==> src/rtl/spl_pkg.sv <==
// ---------------------------------------------------------------------------
// spl_pkg
// Shared types, register indexes and constants of the sun pair lock
// qualifier.
// ---------------------------------------------------------------------------
package spl_pkg;

   // input field layout
   localparam int SAMPLE_FIELD_BITS = 12;
   localparam int SAMPLE_BITS_DEF   = 12;
   localparam int NUM_CHANNELS      = 4;
   localparam int REQ_DATA_BITS     = 48;
   localparam int RSP_DATA_BITS     = 8;

   // configuration register widths
   localparam int LIMIT_BITS = 8;
   localparam int TOL_BITS   = 7;
   localparam int CSR_ADDR_BITS = 2;
   localparam int CSR_DATA_BITS = 8;

   // configuration register indexes
   localparam logic [CSR_ADDR_BITS-1:0] REG_ACQUIRE_LIMIT = 2'd0;
   localparam logic [CSR_ADDR_BITS-1:0] REG_LOSS_LIMIT    = 2'd1;
   localparam logic [CSR_ADDR_BITS-1:0] REG_TOLERANCE     = 2'd2;

   // reset values of the configuration registers
   localparam logic [LIMIT_BITS-1:0] ACQUIRE_LIMIT_RST = 8'd10;
   localparam logic [LIMIT_BITS-1:0] LOSS_LIMIT_RST    = 8'd5;
   localparam logic [TOL_BITS-1:0]   TOLERANCE_RST     = 7'd10;

   // percent denominator
   localparam int PCT_DEN = 100;

   // steer hint codes
   localparam logic [1:0] STEER_NONE  = 2'd0;
   localparam logic [1:0] STEER_TWO   = 2'd1;
   localparam logic [1:0] STEER_THREE = 2'd2;

   // limits shared by both lock machines
   typedef struct packed {
      logic [LIMIT_BITS-1:0] acquire_limit;
      logic [LIMIT_BITS-1:0] loss_limit;
   } lock_cfg_type;

endpackage

==> src/rtl/spl_pair_lane.sv <==
// ---------------------------------------------------------------------------
// spl_pair_lane
// One channel-pair lane: adds two samples and registers the sum.
// ---------------------------------------------------------------------------
module spl_pair_lane #(
   parameter int SAMPLE_BITS = spl_pkg::SAMPLE_BITS_DEF
) (
   input  logic                   clock,
   input  logic                   load,
   input  logic [SAMPLE_BITS-1:0] smp_a,
   input  logic [SAMPLE_BITS-1:0] smp_b,
   output logic [SAMPLE_BITS:0]   sum_ff
);
   import spl_pkg::*;

   logic [SAMPLE_BITS:0] sum_in;

   // pair sum, one bit wider than a sample
   assign sum_in = {1'b0, smp_a} + {1'b0, smp_b};

   always_ff @(posedge clock) begin
      if (load) begin
         sum_ff <= sum_in;
      end
   end

endmodule

==> src/rtl/spl_pair_merge.sv <==
// ---------------------------------------------------------------------------
// spl_pair_merge
// Merges the four lane sums: the first strictly largest wins, and a hit
// means the channel two-three pair won.
// ---------------------------------------------------------------------------
module spl_pair_merge #(
   parameter int SAMPLE_BITS = spl_pkg::SAMPLE_BITS_DEF
) (
   input  logic [SAMPLE_BITS:0] sum_01,
   input  logic [SAMPLE_BITS:0] sum_12,
   input  logic [SAMPLE_BITS:0] sum_23,
   input  logic [SAMPLE_BITS:0] sum_31,
   output logic                 pair_hit
);
   import spl_pkg::*;

   logic [SAMPLE_BITS:0] best_early;

   // best of the first two lanes, earlier lane kept on a tie
   assign best_early = (sum_12 > sum_01) ? sum_12 : sum_01;

   // two-three must beat both earlier lanes and not be beaten by the last
   assign pair_hit = (sum_23 > best_early) && !(sum_31 > sum_23);

endmodule

==> src/rtl/spl_balance_lane.sv <==
// ---------------------------------------------------------------------------
// spl_balance_lane
// Balance lane for channels two and three: registers the scaled
// difference and the tolerance product, then compares them.
// ---------------------------------------------------------------------------
module spl_balance_lane #(
   parameter int SAMPLE_BITS = spl_pkg::SAMPLE_BITS_DEF
) (
   input  logic                         clock,
   input  logic                         load,
   input  logic [SAMPLE_BITS-1:0]       smp_2,
   input  logic [SAMPLE_BITS-1:0]       smp_3,
   input  logic [spl_pkg::TOL_BITS-1:0] tolerance,
   output logic                         balanced,
   output logic                         two_brighter,
   output logic                         three_brighter
);
   import spl_pkg::*;

   localparam int PROD_BITS = SAMPLE_BITS + 1 + TOL_BITS;

   logic [SAMPLE_BITS:0]   sum_in;
   logic [SAMPLE_BITS-1:0] diff_in;
   logic [PROD_BITS-1:0]   prod_in;
   logic [PROD_BITS-1:0]   prod_ff;
   logic [PROD_BITS-1:0]   diff_scaled_in;
   logic [PROD_BITS-1:0]   diff_scaled_ff;
   logic                   gt_ff;
   logic                   lt_ff;

   // diff <= floor(sum * tol / 100) is the same as diff * 100 <= sum * tol
   assign sum_in         = {1'b0, smp_2} + {1'b0, smp_3};
   assign diff_in        = (smp_2 > smp_3) ? (smp_2 - smp_3) : (smp_3 - smp_2);
   assign prod_in        = PROD_BITS'(sum_in) * PROD_BITS'(tolerance);
   assign diff_scaled_in = PROD_BITS'(diff_in) * PROD_BITS'(PCT_DEN);

   always_ff @(posedge clock) begin
      if (load) begin
         prod_ff        <= prod_in;
         diff_scaled_ff <= diff_scaled_in;
         gt_ff          <= smp_2 > smp_3;
         lt_ff          <= smp_3 > smp_2;
      end
   end

   // compare in the second stage
   assign balanced       = diff_scaled_ff <= prod_ff;
   assign two_brighter   = gt_ff;
   assign three_brighter = lt_ff;

endmodule

==> src/rtl/spl_lock_fsm.sv <==
// ---------------------------------------------------------------------------
// spl_lock_fsm
// Lock qualifier: counts consecutive hits to acquire a lock and
// consecutive misses to drop it.
// ---------------------------------------------------------------------------
module spl_lock_fsm (
   input  logic                  clock,
   input  logic                  reset,
   input  logic                  step,
   input  logic                  hit,
   input  spl_pkg::lock_cfg_type cfg,
   output logic                  lock_ff,
   output logic                  lock_in
);
   import spl_pkg::*;

   logic [LIMIT_BITS-1:0] hit_cnt_ff;
   logic [LIMIT_BITS-1:0] hit_cnt_in;
   logic [LIMIT_BITS-1:0] miss_cnt_ff;
   logic [LIMIT_BITS-1:0] miss_cnt_in;
   logic [LIMIT_BITS-1:0] miss_inc;

   assign miss_inc = miss_cnt_ff + 1'b1;

   // next state for one request
   always_comb begin
      lock_in     = lock_ff;
      hit_cnt_in  = hit_cnt_ff;
      miss_cnt_in = miss_cnt_ff;
      if (!lock_ff) begin
         if (hit) begin
            if (hit_cnt_ff < cfg.acquire_limit) begin
               hit_cnt_in = hit_cnt_ff + 1'b1;
            end else begin
               lock_in     = 1'b1;
               miss_cnt_in = '0;
            end
         end else begin
            hit_cnt_in = '0;
         end
      end else begin
         if (hit) begin
            miss_cnt_in = '0;
         end else if (miss_inc >= cfg.loss_limit) begin
            lock_in     = 1'b0;
            hit_cnt_in  = '0;
            miss_cnt_in = '0;
         end else begin
            miss_cnt_in = miss_inc;
         end
      end
   end

   always_ff @(posedge clock) begin
      if (reset) begin
         lock_ff     <= 1'b0;
         hit_cnt_ff  <= '0;
         miss_cnt_ff <= '0;
      end else if (step) begin
         lock_ff     <= lock_in;
         hit_cnt_ff  <= hit_cnt_in;
         miss_cnt_ff <= miss_cnt_in;
      end
   end

   // a lock is only gained on a hit
   a_lock_on_hit: assert property (@(posedge clock) disable iff (reset)
      $rose(lock_ff) |-> $past(step && hit))
      else $error("lock set without a hit");

   // misses are only counted while locked
   a_miss_idle: assert property (@(posedge clock) disable iff (reset)
      !lock_ff |-> miss_cnt_ff == '0)
      else $error("miss count nonzero while unlocked");

   // a lock is only dropped on a miss
   a_drop_on_miss: assert property (@(posedge clock) disable iff (reset)
      $fell(lock_ff) |-> $past(step && !hit))
      else $error("lock dropped without a miss");

endmodule

==> src/rtl/sun_pair_lock_qualifier_core.sv <==
// ---------------------------------------------------------------------------
// sun_pair_lock_qualifier_core
// Four pair-sum lanes and a balance lane feed a merge stage and two lock
// machines that qualify the sun pair and its balance.
// Pipeline: the lane stage registers, then the result register.
// Throughput: one request per cycle unless the result side stalls; the
// lock machines update in the output stage and never hold back requests.
// Reset: synchronous; clears both lock machines, the pipeline valids and
// loads the default limits (acquire 10, loss 5, tolerance 10 percent).
// ---------------------------------------------------------------------------
module sun_pair_lock_qualifier_core #(
   parameter int SAMPLE_BITS = spl_pkg::SAMPLE_BITS_DEF
) (
   input  logic                              clock,
   input  logic                              reset,
   // request: sample_0 [11:0], sample_1 [23:12], sample_2 [35:24], sample_3 [47:36]
   input  logic                              req_tvalid,
   output logic                              req_tready,
   input  logic [spl_pkg::REQ_DATA_BITS-1:0] req_tdata,
   // result: pair_now [0], balanced_now [1], pair_locked [2],
   // balance_locked [3], steer [5:4], zero [7:6]
   output logic                              rsp_tvalid,
   input  logic                              rsp_tready,
   output logic [spl_pkg::RSP_DATA_BITS-1:0] rsp_tdata,
   // configuration write port
   input  logic                              csr_we,
   input  logic [spl_pkg::CSR_ADDR_BITS-1:0] csr_addr,
   input  logic [spl_pkg::CSR_DATA_BITS-1:0] csr_wdata
);
   import spl_pkg::*;

   // only the low bits of each field take part
   localparam int USE_BITS = (SAMPLE_BITS < SAMPLE_FIELD_BITS) ?
                             SAMPLE_BITS : SAMPLE_FIELD_BITS;

   logic [USE_BITS-1:0] smp [NUM_CHANNELS];

   logic [LIMIT_BITS-1:0] acquire_limit_ff;
   logic [LIMIT_BITS-1:0] loss_limit_ff;
   logic [TOL_BITS-1:0]   tolerance_ff;
   lock_cfg_type          lock_cfg;

   logic                  stage_valid_ff;
   logic                  rsp_valid_ff;
   logic                  advance;
   logic                  stage_load;
   logic                  step;

   logic [USE_BITS:0]     sum_01, sum_12, sum_23, sum_31;
   logic                  pair_hit;
   logic                  balanced;
   logic                  two_brighter;
   logic                  three_brighter;

   logic                  pair_lock_ff, pair_lock_in;
   logic                  bal_lock_ff, bal_lock_in;
   logic [1:0]            steer_in;
   logic [5:0]            rsp_bits_in;
   logic [5:0]            rsp_bits_ff;

   // unpack the samples
   for (genvar i = 0; i < NUM_CHANNELS; i++) begin : g_unpack
      assign smp[i] = req_tdata[i*SAMPLE_FIELD_BITS +: USE_BITS];
   end

   // configuration registers
   always_ff @(posedge clock) begin
      if (reset) begin
         acquire_limit_ff <= ACQUIRE_LIMIT_RST;
         loss_limit_ff    <= LOSS_LIMIT_RST;
         tolerance_ff     <= TOLERANCE_RST;
      end else if (csr_we) begin
         case (csr_addr)
            REG_ACQUIRE_LIMIT: acquire_limit_ff <= csr_wdata[LIMIT_BITS-1:0];
            REG_LOSS_LIMIT:    loss_limit_ff    <= csr_wdata[LIMIT_BITS-1:0];
            REG_TOLERANCE:     tolerance_ff     <= csr_wdata[TOL_BITS-1:0];
            default: ;
         endcase
      end
   end

   assign lock_cfg.acquire_limit = acquire_limit_ff;
   assign lock_cfg.loss_limit    = loss_limit_ff;

   // pipeline flow control
   assign advance    = !rsp_valid_ff || rsp_tready;
   assign req_tready = !stage_valid_ff || advance;
   assign stage_load = req_tvalid && req_tready;
   assign step       = stage_valid_ff && advance;

   always_ff @(posedge clock) begin
      if (reset) begin
         stage_valid_ff <= 1'b0;
         rsp_valid_ff   <= 1'b0;
      end else begin
         if (req_tready) begin
            stage_valid_ff <= req_tvalid;
         end
         if (advance) begin
            rsp_valid_ff <= stage_valid_ff;
         end
      end
   end

   // pair-sum lanes
   spl_pair_lane #(.SAMPLE_BITS(USE_BITS)) u_lane_01 (
      .clock(clock), .load(stage_load), .smp_a(smp[0]), .smp_b(smp[1]), .sum_ff(sum_01));
   spl_pair_lane #(.SAMPLE_BITS(USE_BITS)) u_lane_12 (
      .clock(clock), .load(stage_load), .smp_a(smp[1]), .smp_b(smp[2]), .sum_ff(sum_12));
   spl_pair_lane #(.SAMPLE_BITS(USE_BITS)) u_lane_23 (
      .clock(clock), .load(stage_load), .smp_a(smp[2]), .smp_b(smp[3]), .sum_ff(sum_23));
   spl_pair_lane #(.SAMPLE_BITS(USE_BITS)) u_lane_31 (
      .clock(clock), .load(stage_load), .smp_a(smp[3]), .smp_b(smp[1]), .sum_ff(sum_31));

   // balance lane
   spl_balance_lane #(.SAMPLE_BITS(USE_BITS)) u_balance (
      .clock         (clock),
      .load          (stage_load),
      .smp_2         (smp[2]),
      .smp_3         (smp[3]),
      .tolerance     (tolerance_ff),
      .balanced      (balanced),
      .two_brighter  (two_brighter),
      .three_brighter(three_brighter)
   );

   // merge stage
   spl_pair_merge #(.SAMPLE_BITS(USE_BITS)) u_merge (
      .sum_01  (sum_01),
      .sum_12  (sum_12),
      .sum_23  (sum_23),
      .sum_31  (sum_31),
      .pair_hit(pair_hit)
   );

   // pair lock machine
   spl_lock_fsm u_pair_lock (
      .clock  (clock),
      .reset  (reset),
      .step   (step),
      .hit    (pair_hit),
      .cfg    (lock_cfg),
      .lock_ff(pair_lock_ff),
      .lock_in(pair_lock_in)
   );

   // balance lock machine sees the pair lock of the same request
   spl_lock_fsm u_bal_lock (
      .clock  (clock),
      .reset  (reset),
      .step   (step),
      .hit    (balanced && pair_lock_in),
      .cfg    (lock_cfg),
      .lock_ff(bal_lock_ff),
      .lock_in(bal_lock_in)
   );

   // steer hint while balance is being sought
   always_comb begin
      steer_in = STEER_NONE;
      if (!bal_lock_ff && pair_lock_in && !balanced) begin
         if (two_brighter) begin
            steer_in = STEER_TWO;
         end else if (three_brighter) begin
            steer_in = STEER_THREE;
         end
      end
   end

   assign rsp_bits_in = {steer_in, bal_lock_in, pair_lock_in, balanced, pair_hit};

   // result register
   always_ff @(posedge clock) begin
      if (advance) begin
         rsp_bits_ff <= rsp_bits_in;
      end
   end

   assign rsp_tvalid = rsp_valid_ff;
   assign rsp_tdata  = {2'b00, rsp_bits_ff};

   // steer only shows with the pair locked, balance unlocked and unbalanced
   a_steer_ctx: assert property (@(posedge clock) disable iff (reset)
      rsp_valid_ff && rsp_bits_ff[5:4] != STEER_NONE |->
         rsp_bits_ff[2] && !rsp_bits_ff[3] && !rsp_bits_ff[1])
      else $error("steer hint outside of balance seek");

   // a request is only refused while the lane stage holds one
   a_ready_full: assert property (@(posedge clock) disable iff (reset)
      !req_tready |-> stage_valid_ff && rsp_valid_ff)
      else $error("request refused with room in the pipeline");

   // an accepted request reaches the lane stage
   a_accept_stage: assert property (@(posedge clock) disable iff (reset)
      req_tvalid && req_tready |=> stage_valid_ff)
      else $error("accepted request lost");

endmodule

==> config.mk <==
export PLATFORM = sky130hd
export DESIGN_NAME = sun_pair_lock_qualifier_core
export DESIGN_NICKNAME = d
export VERILOG_FILES = /design/src/rtl/spl_pkg.sv /design/src/rtl/spl_pair_lane.sv /design/src/rtl/spl_pair_merge.sv /design/src/rtl/spl_balance_lane.sv /design/src/rtl/spl_lock_fsm.sv /design/src/rtl/sun_pair_lock_qualifier_core.sv
export SDC_FILE = /design/constraint.sdc
export NUM_CORES = 1
export LEC_CHECK = 0
export BUFFER_PORTS_ARGS = -buffer_cell sky130_fd_sc_hd__buf_2
export CAP_MARGIN = 25
export CORE_AREA = 3 3 186 142
export DETAILED_ROUTE_END_ITERATION = 16
export DIE_AREA = 0 0 189 145
export GPL_TIMING_DRIVEN = 0
export PLACE_DENSITY = 0.74
export SYNTH_ARGS = -nofsm -noshare
export SYNTH_HDL_FRONTEND = slang
export SYNTH_SLANG_ARGS = --single-unit
==> constraint.sdc <==
create_clock -name clock -period 8.9 [get_ports clock]
set_input_delay 0.445 -clock clock [delete_from_list [all_inputs] [get_ports clock]]
set_output_delay 0.445 -clock clock [all_outputs]
set_load 0.01 [all_outputs]
After elaboration in Yosys (flattened, before gate mapping)

Cells that the tools add are included.

$add $sub $neg: 10
Multipliers: 2
$lt $le $gt $ge: 10
Eq/ne operators: 10
Multiplexer cells: 34
Bitwise gates (word level): 1
Reductions and logical operators: 24

Operators with widths:

| cell                    | number |
|---|---|
| $mux W8                 | 20 |
| $add A12 B12 Y13        | 4 |
| $gt A13 B13 Y1          | 3 |
| $add A8 B1 Y8 const B   | 4 |
| $gt A12 B12 Y1          | 2 |
| $sub A12 B12 Y12        | 2 |
| $le A19 B20 Y1          | 1 |
| $mul A13 B7 Y20         | 1 |
| $mul A12 B5 Y17 const B | 1 |
| $ge A8 B8 Y1            | 2 |
| $lt A8 B8 Y1            | 2 |
| $mux W13                | 1 |
| $mux W12                | 1 |
| $mux W1                 | 11 |
| $ne A2 B2 Y1 const B    | 5 |
| $reduce_and A4 Y1       | 2 |
| $logic_and A1 B1 Y1     | 6 |
| $ne A2 B1 Y1 const B    | 3 |
| $reduce_and A2 Y1       | 3 |
| $reduce_and A3 Y1       | 2 |
| $logic_not A1 Y1        | 5 |
| $reduce_bool A2 Y1      | 2 |
| $eq A2 B1 Y1 const B    | 1 |
| $eq A2 B2 Y1 const B    | 1 |
| other kinds (5)         | 6 |

Register bits after elaboration: 156
Input port bits: 63
Output and inout port bits: 10

Logic depth before layout (Yosys ltp)

Gate-level depths: netlist (run 1).

Depth after elaboration: 10
Mapped depth: 27
Gate-level depth less buffers: 27

Hierarchy

From an unflattened synthesis (run 1), not the netlist that was laid out.

Cell total of the unflattened synthesis: 1795
Area, all modules: 16751.1 µm²

By module, submodules not included:

| module                       | instances | cells an instance | area each (µm²) |
|---|---|---|---|
| spl_balance_lane             | 1         | 790               | 7323.3 |
| spl_lock_fsm                 | 2         | 183               | 1488.9 |
| sun_pair_lock_qualifier_core | 1         | 115               | 1281.2 |
| spl_pair_merge               | 1         | 146               | 1099.8 |
| spl_pair_lane (u_lane_31)    | 1         | 96                | 1019.7 |
| spl_pair_lane (u_lane_01)    | 1         | 95                | 1018.5 |
| spl_pair_lane (u_lane_23)    | 1         | 95                | 1016.0 |
| spl_pair_lane (u_lane_12)    | 1         | 92                | 1014.7 |

Worst setup path before layout (run 1)

No wires, ideal clock.

Path kind: input-to-reg
Start: input port req_tdata[25] (netlist name)
End: register u_balance.prod_ff[19] (data pin)
Setup time: 260 ps
Arrival time: 6176 ps
Required time: 8640 ps
Setup slack: 2464 ps
Cell stages on the path: 25
Path buffers: 0
Cell sequence: inv_1 > ha_1 > o21bai_1 > a21oi_1 > o21bai_1 > a221o_1 > a31oi_1 > nand2b_1 > xor2_1 > nor2b_1 > fa_1 > fa_1 > fa_1 > inv_1 > fa_1 > inv_1 > ha_1 > a21oi_1 > o21a_1 > a31oi_1 > and4_1 > a2111oi_0 > o31ai_1 > a21oi_1 > xnor2_1

Word-level cells in the longest chain between the ends: 2

Ends and longest elaborated chain:

| what                      | RTL line                           | text |
|---|---|---|
| start, declared           | sun_pair_lock_qualifier_core.sv:19 | `input logic [spl_pkg::REQ_DATA_BITS-1:0] req_tdata,` |
| $add A12 B12 Y13          | spl_balance_lane.sv:32             | `assign sum_in = {1'b0, smp_2} + {1'b0, smp_3};` |
| $mul A13 B7 Y20           | spl_balance_lane.sv:34             | `assign prod_in = PROD_BITS'(sum_in) * PROD_BITS'(tolerance);` |
| via u_balance.prod_in[19] | spl_balance_lane.sv:24             | `logic [PROD_BITS-1:0] prod_in;` |
| end signal, assigned      | spl_balance_lane.sv:39             | `prod_ff <= prod_in;` |
| end, declared             | spl_balance_lane.sv:25             | `logic [PROD_BITS-1:0] prod_ff;` |

The timed path passes the listed nets, and every way through them passes these cells.
A chain may end at the register's enable or synchronous reset.

Final worst setup path (run 1)

Ends and elaborated chain as after synthesis.

==> results of run 1 <==
==> kinds of logic after synthesis <==
family,after synthesis,share of synthesized area
compound gates,283,0.1293
xor+xnor,88,0.05212
fa+ha+maj,308,0.2946
buf+inv,246,0.06650
flops,155,0.2748
mux,35,0.02386
other cells,1,0.0002536
simple gates,450,0.1586
==> how the worst min path moves through the flow <==
stage                           endpoint  depth (start not counted)  slack (ns)
2_1_floorplan  u_bal_lock.miss_cnt_ff[1]                          2        0.46
3_3_place_gp   u_bal_lock.miss_cnt_ff[7]                          2        0.47
4_1_cts                   stage_valid_ff                          3        0.22
6_report                  stage_valid_ff                          3        0.23
3_5_place_dp   u_bal_lock.miss_cnt_ff[7]                          2        0.48
5_1_grt                   stage_valid_ff                          3        0.24
==> state kept, by name, summed over array words and instances (netlist names) <==
register	count
u_bal_lock.hit_cnt_ff	8
u_pair_lock.lock_ff	1
acquire_limit_ff	8
u_balance.prod_ff	20
u_pair_lock.miss_cnt_ff	8
tolerance_ff	7
u_lane_01.sum_ff	13
u_pair_lock.hit_cnt_ff	8
u_bal_lock.lock_ff	1
rsp_tvalid	1
u_balance.diff_scaled_ff	16
u_lane_31.sum_ff	13
rsp_bits_ff	6
u_balance.two_brighter	1
u_bal_lock.miss_cnt_ff	8
u_balance.three_brighter	1
loss_limit_ff	8
u_lane_23.sum_ff	13
stage_valid_ff	1
u_lane_12.sum_ff	13
==> routing by layer <==
metal | share of wire | up-vias | wire length [um] | global-route usage
li1 | - | 5586 | - | -
met1 | 0.47 | 5434 | 16600 | 0.3731
met2 | 0.44 | 324 | 15540 | 0.4095
met3 | 0.072 | 52 | 2552 | 0.05797
met4 | 0.017 | 2 | 586 | 0.05322
met5 | 0.00037 | - | 13 | 0
==> metrics by stage <==
| step | hold WS, ns | util |
|---|---|---|
| 3_3_place_gp | 0.4678 | 0.6267 |
| 3_5_place_dp | 0.4813 | 0.6279 |
| 6_report | 0.2253 | 0.6526 |
| 2_1_floorplan | 0.4575 | - |
| 4_1_cts | 0.2156 | 0.6526 |
| 5_1_grt | 0.2358 | 0.6526 |
==> critical path: cells and delay by family <==
family | cells | cell delay, ns
AND/OR/NAND/NOR | 3 | 0.48
adder cells (fa/ha/maj) | 6 | 2.84
AO/OA/AOI/OAI | 11 | 2.71
XOR/XNOR | 2 | 0.67
buffers and inverters | 4 | 0.46
==> power breakdown <==
group	internal, W	switching [W]	total, W
clock network	0.000396	0.000362	0.000758
logic	0.000863	0.00112	0.00198
registers	0.000972	0.0000538	0.00103
==> cell usage after synthesis (7+ instances only) <==
cell type | instances | share of area
a211oi_1 | 8 | 0.0041
a21boi_0 | 11 | 0.0056
a21o_1 | 19 | 0.0096
a21oi_1 | 75 | 0.025
a31oi_1 | 7 | 0.0030
and2_1 | 42 | 0.018
and3_1 | 15 | 0.0063
buf_4 | 9 | 0.0046
clkbuf_1 | 17 | 0.0043
dfxtp_1 | 59 | 0.080
edfxtp_1 | 96 | 0.19
fa_1 | 67 | 0.091
ha_1 | 241 | 0.20
inv_1 | 207 | 0.053
mux2i_1 | 33 | 0.022
nand2_1 | 88 | 0.022
nand2b_1 | 18 | 0.0076
nand3_1 | 23 | 0.0078
nand3b_1 | 7 | 0.0036
nand4_1 | 9 | 0.0038
nor2_1 | 121 | 0.031
nor2b_1 | 44 | 0.019
nor3_1 | 28 | 0.0095
nor3b_1 | 7 | 0.0036
nor4_1 | 9 | 0.0038
o211ai_1 | 11 | 0.0056
o21a_1 | 19 | 0.0096
o21ai_0 | 60 | 0.020
o21bai_1 | 11 | 0.0056
or3_1 | 8 | 0.0034
xnor2_1 | 66 | 0.039
xor2_1 | 22 | 0.013
==> final cells by class <==
cell class / count / area (um2) / share of cell area
inverter: 209 / 784.5 / 0.04840
tap: 338 / 422.9 / 0.02609
timing repair buffer: 71 / 377.9 / 0.02331
clock inverter: 14 / 163.9 / 0.01011
sequential: 155 / 4064 / 0.2507
multi-input combinational: 1166 / 9747 / 0.6013
buffer: 37 / 198.9 / 0.01227
clock buffer: 18 / 450.4 / 0.02779
==> run_results.csv, run 1 <==
group,metric,value,unit
status,status,"finished, final reports clean",
clock_network,post_cts_buffers,0,
clock_network,worstSkewPairLatency,0.45,ns
yosys,synth.cell_area,0.01479,mm2
placement,place_area,0.01560,mm2
layout,fin_area,0.01621,mm2
yosys,synthDistinctLibCells,90,
setup_path,cp.required,9.08,ns
sta,finalHoldViolCount,0,
layout,drive_gt1_frac,0.09641,
floorplan,ioPinCount,73,
power_and_ir_drop,leakagePower,7.647,nW
power_and_ir_drop,peakVddDrop,211.5,uV
clock_network,path_clk_slew,0.08,ns
grt,grtUsageTotal,0.2611,
sta,grt_setup_unrepaired,"no",
clock_network,hold_buffers,0,
routing,drt-total-wl,35300,um
grt,antenna_found_initial,1,
floorplan,initial_core_util,0.5954,
routing,drtIter0Drc,803,
power_and_ir_drop,total_power,0.003763,W
clock_network,cts_buffer_depth,2,
layout,diodes,0,
sta,period_share,0.8337,
sta,setup_viol,0,
setup_path,end_kind,"flop",
placement,port_buffers,70,
grt,gr-total-overflow,0,
yosys,ys_warn_count,0,
hold_path,hp-start,"req_tvalid",
layout,nets,2028,
yosys,synthFlopType,"edfxtp_1",
yosys,synth_edf_count,96,
layout,layout_commonest_cell,"ha_1",
clock_network,tritoncts,"done",
setup_path,regToRegEndpoint,"u_balance.prod_ff[19]",
sta,worst_pin_slew,1.067,ns
yosys,ys_ff_latch,155,
sta,max_freq,134.8,MHz
setup_path,worst-setup-path-type,"in2reg",
setup_path,crit_end,"u_balance.prod_ff[19]",
setup_path,cp_common_cell,"fa_1",
sta,finClkSkew,0.01850,ns
grt,grt_pass1_wl,57210,um
routing,postRouteAntennaNets,0,
floorplan,rows,50,
layout,area_growth_syn_to_layout,9.612,%
setup_path,ff2ff_path_depth,17,
layout,stdcell_count,2008,
setup_path,rr_startpoint,"tolerance_ff[6]",
routing,drt-wirelength-per-cell,17.58,um
setup_path,crit_start,"req_tdata[25]",
yosys,synthArstFlopShare,0,
yosys,synth_seq_area_share,0.2748,
yosys,synth_cells,1566,
grt,grt_pass1_vias,11380,
sta,timing.setup.tns,0,ns
routing,vias_per_cell,5.676,
placement,place_hpwl,28370,um
setup_path,critPathLaunchType,"input port",
sta,worst_slew_margin_rel,0.2838,
power_and_ir_drop,pwr_density_cell,232.2,mW/mm2
hold_path,min_path_type,"in2reg",
routing,drc,0,
sta,maxSlewViolCount,0,
placement,dp.cells,1976,
setup_path,cp.arrival,7.60,ns
yosys,syn_area_per_cell,9.443,um2
clock_network,root_buffer,"clkbuf_16",
clock_network,ctsResizeCount,0,
routing,vias,11400,
run,maxCapViolCount,0,
layout,fill_cells,2041,
layout,final_cell_mix,"ha_1 (241), inv_1 (207), nor2_1 (121)",
sta,post-route-min-period,7.420,ns
floorplan,fp.dieArea,0.02741,mm2
floorplan,die_w,189,um
placement,pre_cts_slack,1.210,ns
floorplan,core-area,0.02484,mm2
setup_path,cp_slowest_cell,"a2111oi_0",
routing,firstDrtPassIters,7,
setup_path,crit_fanout,8,
clock_network,htree_num_levels,4,
grt,grt_start_max_net_pins,62,
sta,fin_ws,1.480,ns
setup_path,max_stage_delay,0.82,ns
floorplan,die_h,145,um
setup_path,regToRegSetupSlack,3.03,ns
clock_network,clock-sinks,155,
placement,gp_congestion,0.9021,
clock_network,cts_buffers,17,
(Power assumes the default switching activity.)
==> inputs of run 2 (changes only) <==
- ABC_AREA: default -> 1
- CORE_AREA: 3 3 186 142 -> 3 3 187 144
- DIE_AREA: 0 0 189 145 -> 0 0 190 147
- PLACE_DENSITY: 0.74 -> 0.73
- clock period: 8.9 -> 6.9 ns (I/O delays scaled with it)
==> run 2 against run 1 <==
Effect of this change: clock skew is 0.0047 ns lower; register-to-register slack lost 1.3 ns; critical path depth up 1; non-clock buffer count is 10 lower; setup slack worse by 0.99 ns; worst hold slack lost 0.075 ns; combinational power is 44% higher; sequential cell count did not move; design area rose by 1.1%; total power grew 36%; highest routed layer unchanged; die area increased by 1.9%; utilization grew 0.37 points; critical endpoint is now u_balance.prod_ff[17].
==> run_results.csv, run 2 <==
group,metric,value,unit
layout,nets,2307,
setup_path,rr_startpoint,"tolerance_ff[5]",
layout,stdcell_count,2287,
sta,period_share,0.9286,
layout,reg_top3,"u_balance.prod_ff x20, u_balance.diff_scaled_ff x16",
layout,diodes,0,
floorplan,ioPinCount,73,
sta,worst_pin_slew,0.9998,ns
layout,regMostFlops,"u_balance.prod_ff",
floorplan,rows,50,
yosys,yosys.area_share.simple,0.1667,
sta,grt_setup_unrepaired,"no",
sta,finClkSkew,0.01378,ns
yosys,syn_area_per_cell,8.139,um2
grt,grt_pass1_vias,11950,
floorplan,core-area,0.02496,mm2
sta,fin_ws,0.4923,ns
status,status,"finished, final reports clean",
routing,vias,12460,
hold_path,hp-start,"reset",
setup_path,cp.required,7.08,ns
sta,finalHoldViolCount,0,
routing,drt-wirelength-per-cell,16.83,um
clock_network,tritoncts,"done",
setup_path,ff2ff_path_depth,18,
floorplan,die_h,147,um
layout,area_growth_syn_to_layout,9.107,%
yosys,synthFlopType,"edfxtp_1",
yosys,synth.cell_area,0.01502,mm2
layout,largest_reg_flops,20,
routing,firstDrtPassIters,5,
sta,holdWs,0.1508,ns
clock_network,path_clk_slew,0.06,ns
yosys,synth_cells,1845,
yosys,synthDistinctLibCells,54,
power_and_ir_drop,peakVddDrop,315.0,uV
placement,pre_cts_slack,0.1856,ns
run,maxCapViolCount,0,
setup_path,worst-setup-path-type,"in2reg",
floorplan,die_w,190,um
placement,dp.cells,2255,
clock_network,clock-sinks,155,
setup_path,cp.arrival,6.59,ns
hold_path,hold_depth,2,
clock_network,cts_buffer_depth,2,
yosys,yosysMostFrequentCell,"inv_1",
floorplan,initial_core_util,0.6016,
power_and_ir_drop,leakagePower,8.313,nW
setup_path,critPathLaunchType,"input port",
clock_network,ctsResizeCount,0,
clock_network,root_buffer,"clkbuf_16",
yosys,synth.area.top_cells,"ha_1 (20%), edfxtp_1 (19%), fa_1 (8.9%)",
clock_network,cts_buffers,17,
routing,drt-total-wl,38500,um
routing,postRouteAntennaNets,0,
setup_path,crit_fanout,9,
setup_path,crit_start,"req_tdata[27]",
placement,place_hpwl,31560,um
placement,gp_congestion,0.9912,
clock_network,hold_buffers,0,
yosys,synth_area_leader_cell,"ha_1",
setup_path,end_kind,"flop",
yosys,muxShareOfSynthArea,0.0006666,
setup_path,regToRegEndpoint,"u_balance.prod_ff[17]",
floorplan,fp.dieArea,0.02793,mm2
yosys,synth_xor_area_frac,0.05774,
grt,grtUsageTotal,0.2802,
yosys,ys_ff_latch,155,
sta,worst_slew_margin_rel,0.3312,
yosys,ys_warn_count,0,
clock_network,htree_num_levels,4,
layout,final_cell_mix,"inv_1 (331), nand2_1 (297), ha_1 (241)",
yosys,synthTopCellsByCount,"inv_1 (332), nand2_1 (297), ha_1 (241)",
routing,drtIter0Drc,1165,
yosys,synth_top_family_by_area,"adder cells",
grt,grt_pass1_wl,61850,um
yosys,synth_edf_count,96,
clock_network,post_cts_buffers,0,
power_and_ir_drop,pwr_density_cell,312.8,mW/mm2
setup_path,regToRegSetupSlack,1.73,ns
hold_path,min_path_type,"in2reg",
yosys,synth_compound_area_frac,0.1170,
sta,max_freq,156.1,MHz
sta,maxSlewViolCount,0,
routing,vias_per_cell,5.446,
sta,post-route-min-period,6.408,ns
yosys,synth_fa_ha_area_frac,0.2901,
yosys,yosysTopAreaCellShare,0.2008,
layout,drive_gt1_frac,0.07594,
layout,layout_commonest_cell,"inv_1",
sta,setup_viol,0,
grt,antenna_found_initial,2,
grt,grt_start_max_net_pins,57,
layout,final_util,0.6564,
sta,timing.setup.tns,0,ns
yosys,synthArstFlopShare,0,
hold_path,hold_end,"u_pair_lock.hit_cnt_ff[1]",
placement,port_buffers,70,
routing,drc,0,
clock_network,worstSkewPairLatency,0.45,ns
yosys,synth_seq_area_share,0.2706,
grt,gr-total-overflow,0,
==> run 2: changes by cell type after synthesis, sizes merged, moves of 46 or more <==
| cell | change |
|---|---|
| a21oi | +94 |
| inv | +133 |
| nand2 | +215 |
| nand3 | +46 |
| nor2 | +53 |
| xor2 | +54 |
==> run 2: worst max-delay path by stage <==
| stage | endpoint | slack, ns |
|---|---|---|
| after floorplan | u_balance.prod_ff[17] | 1.35 |
| after global placement | u_balance.prod_ff[17] | 0.24 |
| after detailed placement | u_balance.prod_ff[17] | 0.19 |
| after CTS | u_balance.prod_ff[17] | 0.63 |
| after global routing | u_balance.prod_ff[17] | 0.17 |
| final | u_balance.prod_ff[17] | 0.49 |
==> run 2: cell type report <==
cell class                      count  area, um2
Tap cell                          338      422.9
Fill cell                        2145       8577
Sequential cell                   155       4064
Clock inverter                      7      52.55
Timing Repair Buffer               71      377.9
Buffer                             27      148.9
Multi-Input combinational cell   1316       9502
Inverter                          348       1309
Clock buffer                       25      508.0
==> run 2: metrics by stage <==
| step | instance area (um2) | total power, W |
|---|---|---|
| 2_1_floorplan | 15020 | 0.003381 |
| 3_3_place_gp | 15790 | 0.004042 |
| 3_5_place_dp | 15820 | 0.004148 |
| 4_1_cts | 16380 | 0.005097 |
| 5_1_grt | 16380 | 0.005563 |
| 6_report | 16380 | 0.005125 |
==> run 2: critical path: stages <==
cell     delay (ns)
buf_2          0.13
inv_1          0.05
ha_1           0.26
buf_2          0.23
inv_2          0.09
a21oi_1        0.32
o31ai_1        0.16
a31oi_1        0.24
o21ai_1        0.10
xor2_1         0.79
nor2_1         0.14
fa_1           0.58
fa_1           0.44
fa_1           0.54
inv_1          0.05
fa_1           0.53
inv_1          0.04
ha_1           0.35
a21oi_1        0.18
o21ai_0        0.10
inv_1          0.06
nand2_1        0.06
a31oi_1        0.25
o21ai_0        0.20
nand3_1        0.12
nand2_1        0.06
xor2_1         0.14
==> run 2: cell families (layout without fill, tap and decap cells) <==
logic type / after synthesis / count (layout)
flops: 155 / 155
buf+inv: 375 / 478
other cells: 1 / 2
simple gates: 596 / 596
fa+ha+maj: 308 / 308
mux: 1 / 1
xor+xnor: 99 / 99
compound gates: 310 / 310
==> run 2: report_power, final <==
group	internal (W)	switching [W]
combinational	0.00105	0.00181
sequential	0.00128	0.0000666
clock	0.000517	0.000399
total	0.00285	0.00228
==> run 2: per-layer routing <==
metal | up-vias | global-route usage | part of all wire
met5 | - | 0 | 0.00034
met4 | 2 | 0.06945 | 0.020
met3 | 48 | 0.06178 | 0.083
met2 | 424 | 0.4100 | 0.41
met1 | 5785 | 0.4207 | 0.49
li1 | 6196 | - | -
